$ cat config.mk
export PLATFORM = sky130hd
export DESIGN_NAME = fp16_one_plus_gamma_flat
export DESIGN_NICKNAME = d
export VERILOG_FILES = /design/src/rtl/fpo_pkg.sv /design/src/rtl/fpo_if.sv /design/src/rtl/fpo_add.sv /design/src/rtl/fpo_lzc.sv /design/src/rtl/fpo_round32.sv /design/src/rtl/fpo_pack.sv /design/src/rtl/fp16_one_plus_gamma.sv /design/src/flat_wrapper.sv
export SDC_FILE = /design/constraint.sdc
export NUM_CORES = 1
export LEC_CHECK = 0
export BUFFER_PORTS_ARGS = -buffer_cell sky130_fd_sc_hd__buf_2
export CORE_ASPECT_RATIO = 0.8
export CORE_MARGIN = 5
export CORE_UTILIZATION = 31
export DETAILED_ROUTE_END_ITERATION = 10
export PLACE_DENSITY = 0.55
export SLEW_MARGIN = 5
export SYNTH_ARGS = -nofsm -noshare
export SYNTH_HDL_FRONTEND = slang
export SYNTH_SLANG_ARGS = --single-unit
$ cat constraint.sdc
create_clock -name clk -period 9.4 [get_ports clk]
set_input_delay 0.47 -clock clk [delete_from_list [all_inputs] [get_ports clk]]
set_output_delay 0.47 -clock clk [all_outputs]
set_load 0.05 [all_outputs]
$ cat src/rtl/fpo_pkg.sv
// fpo_pkg: stage payload types and constants for fp16_one_plus_gamma
// no dependencies
`default_nettype none
package fpo_pkg;

	localparam int unsigned MAG_W = 41;
	localparam logic [MAG_W-1:0] ONE_FIX = MAG_W'(1) << 24;
	localparam logic [14:0] HALF_INF = 15'h7C00;
	localparam logic [14:0] HALF_QNAN = 15'h7E00;
	localparam logic [4:0] EXP_MAX = 5'h1F;

	typedef struct packed {
		logic special;
		logic [15:0] word;
		logic sign;
		logic [MAG_W-1:0] mag;
	} add_t;

	typedef struct packed {
		logic special;
		logic [15:0] word;
		logic sign;
		logic [MAG_W-1:0] mag;
		logic [5:0] pos;
		logic zero;
	} lzc_t;

	typedef struct packed {
		logic special;
		logic [15:0] word;
		logic sign;
		logic [23:0] sig;
		logic [5:0] exp;
	} rnd_t;

endpackage
`default_nettype wire

$ cat src/rtl/fpo_if.sv
// fpo_if: valid/ready channel interfaces for half words
// no dependencies
`default_nettype none
interface fpo_in_if;
	logic valid;
	logic ready;
	logic [15:0] half_in;
	modport source(output valid, output half_in, input ready);
	modport sink(input valid, input half_in, output ready);
endinterface

interface fpo_out_if;
	logic valid;
	logic ready;
	logic [15:0] half_out;
	modport source(output valid, output half_out, input ready);
	modport sink(input valid, input half_out, output ready);
endinterface
`default_nettype wire

$ cat src/rtl/fpo_add.sv
// fpo_add: decodes a half word and adds one in fixed point
// depends on fpo_pkg
`default_nettype none
module fpo_add (
	input wire logic [15:0] half,
	input wire logic enable,
	output fpo_pkg::add_t res
);
	logic [4:0] ex;
	logic [9:0] man;
	logic sgn, nan, inf;
	logic [4:0] sh;
	logic [fpo_pkg::MAG_W-1:0] mx;

	always_comb begin
		ex = half[14:10];
		man = half[9:0];
		sgn = half[15];
		nan = (ex == fpo_pkg::EXP_MAX) && (man != 10'd0);
		inf = (ex == fpo_pkg::EXP_MAX) && (man == 10'd0);
		sh = (ex == 5'd0) ? 5'd0 : ex - 5'd1;
		mx = fpo_pkg::MAG_W'({ex != 5'd0, man}) << sh;
		res.special = !enable || nan || inf;
		if (!enable) begin
			res.word = half;
		end else if (nan) begin
			res.word = {sgn, fpo_pkg::HALF_QNAN};
		end else begin
			res.word = {sgn, fpo_pkg::HALF_INF};
		end
		if (!sgn) begin
			res.mag = mx + fpo_pkg::ONE_FIX;
			res.sign = 1'b0;
		end else if (mx > fpo_pkg::ONE_FIX) begin
			res.mag = mx - fpo_pkg::ONE_FIX;
			res.sign = 1'b1;
		end else begin
			res.mag = fpo_pkg::ONE_FIX - mx;
			res.sign = 1'b0;
		end
	end
endmodule
`default_nettype wire

$ cat src/rtl/fpo_lzc.sv
// fpo_lzc: leading one position of the fixed point sum
// depends on fpo_pkg
`default_nettype none
module fpo_lzc (
	input wire fpo_pkg::add_t a,
	output fpo_pkg::lzc_t res
);
	always_comb begin
		res.special = a.special;
		res.word = a.word;
		res.sign = a.sign;
		res.mag = a.mag;
		res.zero = (a.mag == '0);
		res.pos = 6'd0;
		for (int i = 0; i < fpo_pkg::MAG_W; i++) begin
			if (a.mag[i]) begin
				res.pos = 6'(i);
			end
		end
	end
endmodule
`default_nettype wire

$ cat src/rtl/fpo_round32.sv
// fpo_round32: normalizes the sum and rounds it to single precision
// depends on fpo_pkg
`default_nettype none
module fpo_round32 (
	input wire fpo_pkg::lzc_t a,
	output fpo_pkg::rnd_t res
);
	logic [fpo_pkg::MAG_W-1:0] norm;
	logic [23:0] keep;
	logic up;
	logic [24:0] sum;

	always_comb begin
		norm = a.mag << (6'd40 - a.pos);
		keep = norm[40:17];
		up = norm[16] && ((norm[15:0] != 16'd0) || keep[0]);
		sum = {1'b0, keep} + 25'(up);
		res.sign = a.sign;
		res.special = a.special || a.zero;
		res.word = a.special ? a.word : 16'h0000;
		if (sum[24]) begin
			res.sig = 24'h800000;
			res.exp = a.pos - 6'd8;
		end else begin
			res.sig = sum[23:0];
			res.exp = a.pos - 6'd9;
		end
	end
endmodule
`default_nettype wire

$ cat src/rtl/fpo_pack.sv
// fpo_pack: rounds to half precision and packs the result word
// depends on fpo_pkg
`default_nettype none
module fpo_pack (
	input wire fpo_pkg::rnd_t a,
	output logic [15:0] half
);
	logic up;
	logic [11:0] sum;
	logic [6:0] ex;
	logic [9:0] man;

	always_comb begin
		up = a.sig[12] && ((a.sig[11:0] != 12'd0) || a.sig[13]);
		sum = {1'b0, a.sig[23:13]} + 12'(up);
		ex = {1'b0, a.exp} + 7'(sum[11]);
		man = sum[11] ? 10'd0 : sum[9:0];
		if (a.special) begin
			half = a.word;
		end else if (ex >= 7'(fpo_pkg::EXP_MAX)) begin
			half = {a.sign, fpo_pkg::HALF_INF};
		end else begin
			half = {a.sign, ex[4:0], man};
		end
	end
endmodule
`default_nettype wire

$ cat src/rtl/fp16_one_plus_gamma.sv
// fp16_one_plus_gamma: half(1 + x) through single precision, or pass-through
// depends on fpo_pkg, fpo_if, fpo_add, fpo_lzc, fpo_round32, fpo_pack
// pipeline registers: half_s1, p_s2, p_s3, p_s4 and half_s5, in order from input accept to result valid
// throughput: one item per cycle; pipeline stalls as a whole on output backpressure
// reset: arst_n clears stage valids and enable (pass-through)
`default_nettype none
module fp16_one_plus_gamma (
	input wire logic clk,
	input wire logic arst_n,
	input wire logic cfg_we,
	input wire logic cfg_wdata,
	fpo_in_if.sink in_ch,
	fpo_out_if.source out_ch
);
	logic enable_q;
	logic adv;
	logic v1_s1, v2_s2, v3_s3, v4_s4, v5_s5;
	logic [15:0] half_s1, half_s5;
	logic en_s1;
	fpo_pkg::add_t add_c, p_s2;
	fpo_pkg::lzc_t lzc_c, p_s3;
	fpo_pkg::rnd_t rnd_c, p_s4;
	logic [15:0] pack_c;

	assign adv = !v5_s5 || out_ch.ready;
	assign in_ch.ready = adv;
	assign out_ch.valid = v5_s5;
	assign out_ch.half_out = half_s5;

	fpo_add u_add (.half(half_s1), .enable(en_s1), .res(add_c));
	fpo_lzc u_lzc (.a(p_s2), .res(lzc_c));
	fpo_round32 u_rnd (.a(p_s3), .res(rnd_c));
	fpo_pack u_pack (.a(p_s4), .half(pack_c));

	always_ff @(posedge clk or negedge arst_n) begin
		if (!arst_n) begin
			enable_q <= 1'b0;
			v1_s1 <= 1'b0;
			v2_s2 <= 1'b0;
			v3_s3 <= 1'b0;
			v4_s4 <= 1'b0;
			v5_s5 <= 1'b0;
		end else begin
			if (cfg_we) begin
				enable_q <= cfg_wdata;
			end
			if (adv) begin
				v1_s1 <= in_ch.valid;
				v2_s2 <= v1_s1;
				v3_s3 <= v2_s2;
				v4_s4 <= v3_s3;
				v5_s5 <= v4_s4;
			end
		end
	end

	always_ff @(posedge clk) begin
		if (adv) begin
			half_s1 <= in_ch.half_in;
			en_s1 <= enable_q;
			p_s2 <= add_c;
			p_s3 <= lzc_c;
			p_s4 <= rnd_c;
			half_s5 <= pack_c;
		end
	end
endmodule
`default_nettype wire

$ cat src/flat_wrapper.sv
// flat-port wrapper written by rule: the top's interface ports become plain ports
module fp16_one_plus_gamma_flat 
  (clk, arst_n, cfg_we, cfg_wdata, in_ch_valid, in_ch_half_in, in_ch_ready, out_ch_valid, out_ch_half_out, out_ch_ready);
  fpo_in_if in_ch_i ();
  fpo_out_if out_ch_i ();
  input wire logic clk;
  input wire logic arst_n;
  input wire logic cfg_we;
  input wire logic cfg_wdata;
  input wire logic [$bits(in_ch_i.valid)-1:0] in_ch_valid;
  input wire logic [$bits(in_ch_i.half_in)-1:0] in_ch_half_in;
  output wire logic [$bits(in_ch_i.ready)-1:0] in_ch_ready;
  output wire logic [$bits(out_ch_i.valid)-1:0] out_ch_valid;
  output wire logic [$bits(out_ch_i.half_out)-1:0] out_ch_half_out;
  input wire logic [$bits(out_ch_i.ready)-1:0] out_ch_ready;
  assign in_ch_i.valid = in_ch_valid;
  assign in_ch_i.half_in = in_ch_half_in;
  assign in_ch_ready = in_ch_i.ready;
  assign out_ch_valid = out_ch_i.valid;
  assign out_ch_half_out = out_ch_i.half_out;
  assign out_ch_i.ready = out_ch_ready;
  fp16_one_plus_gamma u_core (.clk(clk), .arst_n(arst_n), .cfg_we(cfg_we), .cfg_wdata(cfg_wdata), .in_ch(in_ch_i), .out_ch(out_ch_i));
endmodule
==> results.cfg, run 1 <==
[run_status]
status = complete, no violations

[worst_setup_path]
path_max_fanout = 38
crit_chain = buf_4 > inv_1 > ha_1 > nor2b_1 > a2111oi_1 > a211o_1 > a21oi_1 > nor2_1 > inv_1 > ha_1 > nand2_1 > nor4_1 > and4_1 > a21oi_1 > nor2_1 > a211oi_1 > xor2_1
endpoint_kind = flop
crit_type = flop to flop
path_buf_inv = 3
crit_slowest_cell = ha_1
path_delay_family = compound AO/OA/AOI/OAI gates
crit_cells = 17
required_ns = 9.68
cp.arrival_ns = 6.39
r2r_cells = 17
worstSetupStartpointType = flop
slowest_delay_ns = 1.06

[timing]
rsz0062_at_grt = no
clock_skew_ns = 0.0228
tightest_slew_ns = 1.19
fin_crit_sh_pct = 64.9
fin_crit_ns = 6.10
setup_tns_ns = 0
slew_violations = 0
max_freq_ghz = 0.164
hold_viol = 0
slew_headroom_pct = 20.2
setup_viol = 0

[clocking]
clk_pin_slew_ns = 0.06
htreeDepth = 1
cts_tree = done
root_buffer = clkbuf_16
cts_made_buffers = 25
worstSkewPairLatency_ns = 0.56
clock_sinks = 212
cts.path.max_buffers = 3
cts_resized = 0

[flow_run]
cap_violations = 0

[global_routing]
grt_max_degree = 74
grt_pass1_vias = 9730
antenna_found_initial = 1
grt_pass1_wl_microns = 58000
grt-ovfl-total = 0
track_usage_pct = 14.8

[placement]
port_buffers = 39
gp_congestion = 0.960
dp_hpwl_microns = 27500

[layout]
nets = 1314
insertedDiodeCount = 0
drive_above_1_share_pct = 16.6
area_growth_pct = 11.0

[drt]
detail-route-antenna-nets = 0
wl_per_cell_microns = 19.4
vias_per_cell = 5.52
drt-pass1-iter-count = 5
drc = 0
route.vias.total = 10500
drt_wl_total_microns = 36800
drt_iter0_markers = 986

[logic_synthesis]
synth-async-reset-ratio_pct = 2.83
ys.warnings.count = 0
synth_seq_area_share_pct = 45.9
synth_area_per_cell_sq_um = 10.9
synth_area_sq_um = 13800
yosysTopAreaCellShare_pct = 44.8
postSynthCellCount = 1267
yosysUniqueCellTypes = 92
synth_flop_cell = edfxtp_1
yosys_register_bits = 212
synth_nets = 1304
synth.area.top_cells = edfxtp_1 45%, mux4_2 9.8%, nand2_1 3.3%, a21oi_1 2.9%, nor2_1 2.9%
synth_area_leader_cell = edfxtp_1
synth_edf_count = 206

[floorplan]
pin_count = 40
die_h_microns = 199
core-area_sq_um = 44200
start_util_pct = 31.2
die_width_microns = 246
rows = 69
dieArea_sq_um = 48900

[hold_path]
hold_depth = 1
hp-class = primary input to flop
[path summary, 6_finish.rpt]
kind,start,end,slack (ns)
worst min register to register,u_core.p_s2[57],u_core.p_s3[64],0.42
worst max-delay path,u_core.half_s1[10],u_core.p_s2[35],3.30
worst max register to register,u_core.half_s1[10],u_core.p_s2[35],3.30
min in group asynchronous,arst_n,u_core.v4_s4,0.30
max in group asynchronous,arst_n,u_core.enable_q,8.96
worst min-delay path,in_ch_half_in[8],u_core.half_s1[8],0.09
[synthesized netlist by cell type, types with 7 or more instances]
library cell	n
mux2_2	14
or2_2	9
ha_1	15
a21o_1	13
nand2_1	123
buf_6	7
clkbuf_1	39
nor2b_1	26
a211oi_1	17
xor2_1	26
mux2i_1	12
nor3_1	36
o31ai_1	14
nor3b_1	7
and2_1	26
inv_1	29
mux4_2	60
nand2b_1	14
o21ai_1	8
a21oi_1	80
a31oi_1	28
xnor2_1	38
buf_2	19
nand4_1	8
nand3_1	35
o21ai_0	51
nor2_1	105
edfxtp_1	206
and3_1	24
nor4_1	25
[worst reg2reg max path, delay by kind of cell, from the launching register on]
kind | cells | cell delay, ns
AOI/OAI and AO/OA | 5 | 2.12
adders and majority gates | 2 | 1.28
and+or+nand+nor | 6 | 1.26
buffers and inverters | 3 | 0.76
DFF | 1 | 0.33
xor gates and xnor gates | 1 | 0.10
[per-stage QoR]
| step | util [%] | worst slack, ns | hold WS, ns | instances | area (sq um) |
|---|---|---|---|---|---|
| final | 34.7 | 3.30 | 0.0927 | 1899 | 15300 |
| after floorplan | - | 1.55 | 0.174 | 1267 | 13800 |
| after detailed placement | 32.9 | 3.36 | 0.302 | 1852 | 14500 |
| after global placement | 32.9 | 3.50 | 0.298 | 1852 | 14500 |
| after global routing | 34.7 | 2.76 | 0.0711 | 1899 | 15300 |
| after CTS | 34.7 | 3.34 | 0.0619 | 1899 | 15300 |
[cell families (layout without fill, tap and decap cells)]
kind of cell / Yosys count / count (layout) / synth area share, %
AO/OA/AOI/OAI: 306 / 306 / 15.3
AND/OR/NAND/NOR: 477 / 477 / 17.7
flip-flops: 212 / 212 / 45.9
adder cells (fa/ha/maj): 15 / 15 / 1.36
buffers and inverters: 106 / 135 / 3.76
multiplexers: 86 / 86 / 11.8
XOR/XNOR: 65 / 65 / 4.18
[layer usage]
metal	global-route usage [%]	wire length (microns)	share of wire (%)	up-vias
li1	-	-	-	4911
met1	22.7	17800	48	5150
met2	21.8	15800	43	353
met3	2.61	2310	6.3	60
met4	3.45	909	2.5	0
met5	0	0	0	-
[sequential cells by signal, summed over array words and instances (netlist names)]
| register | flops |
|---|---|
| u_core.p_s3 | 66 |
| u_core.p_s2 | 59 |
| u_core.p_s4 | 48 |
| u_core.half_s1 | 16 |
| u_core.out_ch.half_out | 16 |
| u_core.en_s1 | 1 |
| u_core.enable_q | 1 |
| u_core.out_ch.valid | 1 |
| u_core.v1_s1 | 1 |
| u_core.v2_s2 | 1 |
| u_core.v3_s3 | 1 |
| u_core.v4_s4 | 1 |
[placed cells by master, fill, tap and decap left out, types with 9 or more instances in the layout]
cell	Yosys	final
a211oi_1	17	17
a21o_1	13	13
a21oi_1	80	80
a31oi_1	28	28
and2_1	26	26
and3_1	24	24
buf_2	19	39
buf_4	6	20
clkbuf_16	0	25
edfxtp_1	206	206
ha_1	15	15
inv_1	29	29
mux2_2	14	14
mux2i_1	12	12
mux4_2	60	60
nand2_1	123	123
nand2b_1	14	13
nand3_1	35	35
nor2_1	105	105
nor2b_1	26	26
nor3_1	36	36
nor4_1	25	25
o21ai_0	51	50
o21ai_1	8	9
o31ai_1	14	14
or2_2	9	9
xnor2_1	38	37
xor2_1	26	26
[layout make-up]
class,instances,area [sq um]
Clock buffer,33,656
Tap cell,603,754
Timing Repair Buffer,60,355
Inverter,29,109
Multi-Input combinational cell,949,6980
Fill cell,4456,28900
Sequential cell,212,6340
Clock inverter,13,144
[what timing repair did]
| item | in CTS | in global routing |
|---|---|---|
| hold buffers | 1 | 0 |
| hold endpoints to repair | 6 | 0 |
| buffers inserted | 0 | 0 |
Power of run 1 is not shown: default switching activity piles up to over one toggle a cycle in this logic, so the estimate is an artifact.
==> inputs of run 2 (changes only) <==
clock period = 6.3 ns   (was 9.4 ns; I/O delays follow)
==> results.cfg, run 2 (synthesis results as in run 1) <==
[global_routing]
grt_pass1_vias = 9874
grt-ovfl-total = 0
grt_max_degree = 101
antenna_found_initial = 0
grt_pass1_wl_microns = 58300
track_usage_pct = 14.9

[hold_path]
min_to = u_core.v1_s1
hp-class = primary input to flop
hold_depth = 2
hold_start = in_ch_valid

[layout]
drive_above_1_share_pct = 17.1
largest_register_ff_count = 66
post-route-cell-area_sq_um = 15500
most-common-layout-cells = 206 x edfxtp_1, 123 x nand2_1, 105 x nor2_1
fin_cells = 1921
nets = 1339
area_growth_pct = 12.5
reg_top3 = u_core.p_s3: 66 flops, u_core.p_s2: 59 flops, u_core.p_s4: 48 flops
layout_commonest_cell = edfxtp_1
max_flop_register = u_core.p_s3
insertedDiodeCount = 0

[flow_run]
cap_violations = 0

[clocking]
cts.path.max_buffers = 3
clk_pin_slew_ns = 0.06
clock_sinks = 212
worstSkewPairLatency_ns = 0.54
cts_made_buffers = 23
cts_setup_buffers = 0
htreeDepth = 1
cts_tree = done
root_buffer = clkbuf_16

[worst_setup_path]
path_max_fanout = 23
r2r_end = u_core.p_s2[36]
crit_type = flop to flop
path_delay_family = compound AO/OA/AOI/OAI gates
crit_slowest_cell = ha_1
path_buf_inv = 2
r2r_start = u_core.half_s1[11]
r2r_slack_ns = 0.60
required_ns = 6.55
cp.arrival_ns = 5.95
worstSetupStartpointType = flop
endpoint_kind = flop
crit_chain = inv_1 > ha_1 > buf_4 > nor2b_1 > a2111oi_1 > a211oi_1 > o32ai_1 > a41oi_1 > and4bb_1 > and4_1 > a21o_1 > o21a_1 > a311oi_1 > xor2_1
slowest_delay_ns = 0.77
crit_cells = 14
r2r_cells = 14

[drt]
drt_wl_total_microns = 37000
detail-route-antenna-nets = 0
vias_per_cell = 5.48
wl_per_cell_microns = 19.3
drc = 0
drt-pass1-iter-count = 5
route.vias.total = 10500
drt_iter0_markers = 1059

[timing]
fin_crit_ns = 5.70
setup_tns_ns = 0
setup_viol = 0
rsz0062_at_grt = no
clock_skew_ns = 0.0196
max_freq_ghz = 0.176
tightest_slew_ns = 1.06
fin_crit_sh_pct = 90.4
slew_violations = 0
hold_viol = 0
slew_headroom_pct = 29.3

[placement]
gp_congestion = 0.917
post_dp_cell_area_sq_um = 14600
dp_hpwl_microns = 27900
dp_cells = 1862
port_buffers = 39

[floorplan]
core-area_sq_um = 44200
die_h_microns = 199
rows = 69
dieArea_sq_um = 48900
die_width_microns = 246
pin_count = 40
start_util_pct = 31.2

[run_status]
status = complete, no violations
## run 2: cell count changes in the layout (fill, tap and decap cells not counted)
cell / change
inv_6: -1
clkbuf_16: -2
clkinv_1: +1
clkinv_4: -1
clkbuf_1: -6
buf_12: +1
buf_4: +9
dlygate4sd3_1: +17
clkinv_2: +1
clkinvlp_4: +3
## run 2: layout make-up
type	count	area, sq um
repair buffers	87	613
clock inverters	16	158
inverters	29	109
clock buffers	25	583
well taps	603	754
fillers	4426	28700
flip-flops and latches	212	6340
multi-input cells	949	6980
## run 2: layer usage
| metal | vias to the layer above | track usage [%] | part of all wire (%) |
|---|---|---|---|
| li1 | 4955 | - | - |
| met1 | 5175 | 22.4 | 48 |
| met2 | 335 | 22.4 | 44 |
| met3 | 66 | 2.51 | 5.6 |
| met4 | 0 | 3.80 | 2.7 |
| met5 | - | 0 | 0 |
## run 2: worst max path at each step
| stage | from | endpoint | slack [ns] |
|---|---|---|---|
| 2_1_floorplan | u_core.p_s3[1] | u_core.p_s4[27] | 1.29 |
| 3_3_place_gp | u_core.half_s1[11] | u_core.p_s2[36] | 0.64 |
| 3_5_place_dp | u_core.half_s1[11] | u_core.p_s2[36] | 0.72 |
| 4_1_cts | u_core.half_s1[11] | u_core.p_s2[36] | 0.68 |
| 5_1_grt | u_core.half_s1[11] | u_core.p_s2[36] | 0.13 |
| 6_report | u_core.half_s1[11] | u_core.p_s2[36] | 0.60 |
## run 2: metrics by stage
step	util [%]	hold WS (ns)	worst slack, ns
CTS	35.2	0.00676	0.681
floorplan	-	0.0194	1.29
global route	35.2	0.0236	0.133
finish	35.2	0.0271	0.603
detailed placement	33.1	0.145	0.721
global placement	33.1	0.141	0.644
## run 2: what timing repair did
action | CTS | global route
hold buffers | 18 | 0
resized for setup | 0 | 0
endpoints found under the hold margin | 23 | 0
Power of run 2 is left out for the same reason.
==> inputs of run 3 (changes only) <==
MAX_ROUTING_LAYER = met4   (was unset)
==> results.cfg, run 3 (synthesis results as in run 1) <==
[floorplan]
start_util_pct = 31.2
die_width_microns = 246
rows = 69
dieArea_sq_um = 48900
die_h_microns = 199
core-area_sq_um = 44200
pin_count = 40

[timing]
tightest_slew_ns = 1.14
setup_viol = 0
hold_viol = 0
clock_skew_ns = 0.0140
rsz0062_at_grt = no
max_freq_ghz = 0.182
fin_crit_ns = 5.48
setup_tns_ns = 0
fin_crit_sh_pct = 87.0
slew_violations = 0
slew_headroom_pct = 23.1

[clocking]
cts_made_buffers = 25
worstSkewPairLatency_ns = 0.54
cts.path.max_buffers = 3
root_buffer = clkbuf_16
cts_tree = done
clock_sinks = 212
htreeDepth = 1
cts_resized = 0
clk_pin_slew_ns = 0.06

[worst_setup_path]
crit_slowest_cell = o32ai_1
cp.arrival_ns = 5.75
endpoint_kind = flop
worstSetupStartpointType = flop
path_max_fanout = 26
required_ns = 6.57
crit_chain = inv_1 > ha_1 > nor2b_1 > a2111oi_1 > a211oi_1 > o32ai_1 > a41oi_1 > and4bb_1 > and4_1 > a21o_1 > o21a_1 > a311oi_1 > xor2_1
crit_type = flop to flop
slowest_delay_ns = 0.78

[layout]
largest_register_ff_count = 66
layout_commonest_cell = edfxtp_1
max_flop_register = u_core.p_s3
reg_top3 = u_core.p_s3: 66 flops, u_core.p_s2: 59 flops, u_core.p_s4: 48 flops
fillers = 4441
area_growth_pct = 12.8
register_area_sq_um = 6340
drive_above_1_share_pct = 17.4
multiInputGateArea_sq_um = 6980
insertedDiodeCount = 0
most-common-layout-cells = 206 x edfxtp_1, 123 x nand2_1, 105 x nor2_1
nets = 1341

[flow_run]
cap_violations = 0

[placement]
dp_hpwl_microns = 28500
gp_congestion = 0.907
port_buffers = 39

[global_routing]
grt_max_degree = 99
grt-ovfl-total = 0
grt_pass1_wl_microns = 59700
track_usage_pct = 15.7
grt_pass1_vias = 10000
antenna_found_initial = 0

[run_status]
status = complete, no violations

[drt]
drt-pass1-iter-count = 6
drc = 0
detail-route-antenna-nets = 0
vias_per_cell = 5.49
drt_wl_total_microns = 37800
route.vias.total = 10600
drt_iter0_markers = 1052
wl_per_cell_microns = 19.6

[hold_path]
hp-class = primary input to flop
-- run 3: cell types whose count changed in the layout (fill, tap and decap cells not counted), sizes merged --
| cell | delta |
|---|---|
| bufinv | -1 |
| clkbuf | +2 |
| inv | +4 |
-- run 3: cell type report --
cell class / count / share of cell area [%]
flip-flops and latches: 212 / 40.7
well taps: 603 / 4.84
inverters: 29 / 0.698
clock buffers: 27 / 4.06
clock inverters: 19 / 1.00
multi-input cells: 949 / 44.8
repair buffers: 87 / 3.93
-- run 3: worst max-delay path: cells and delay by family, from the launching register on --
kind	cells	cell delay, ns
AOI/OAI and AO/OA	7	2.80
and+or+nand+nor	3	0.89
DFF	1	0.48
adders and majority gates	1	0.76
buffers and inverters	1	0.12
xor gates and xnor gates	1	0.17
-- run 3: per-layer routing --
metal	global-route usage, %	share of wire [%]	wire length [microns]
met5	-	0	0
met3	2.34	6.3	2400
met1	22.8	48	18000
met2	23.5	44	16700
met4	2.95	2.0	762
-- run 3: timing repair --
item | in CTS | in global routing
hold endpoints to repair | 23 | 0
hold buffers | 18 | 0
setup buffers | 0 | 0
-- run 3: final timing paths --
check / cells after the start / to / startpoint / slack (ns)
min reg2reg: 0 / u_core.p_s3[57] / u_core.p_s2[50] / 0.42
max in group asynchronous: 2 / u_core.out_ch.valid / arst_n / 6.03
min: 2 / u_core.v1_s1 / in_ch_valid / 0.02
min in group asynchronous: 2 / u_core.v3_s3 / arst_n / 0.13
max: 13 / u_core.p_s2[36] / u_core.half_s1[11] / 0.82
max reg2reg: 13 / u_core.p_s2[36] / u_core.half_s1[11] / 0.82
-- run 3: through the flow --
step	std cells	util, %	hold slack, ns	instance area [sq um]	worst slack [ns]
floorplan	1267	-	0.0194	13800	1.29
global placement	1862	33.1	0.142	14600	1.06
detailed placement	1862	33.1	0.145	14600	0.948
CTS	1926	35.3	0.00226	15600	0.933
global route	1926	35.3	0.0162	15600	0.568
finish	1926	35.3	0.0205	15600	0.816
Power of run 3 is left out for the same reason.
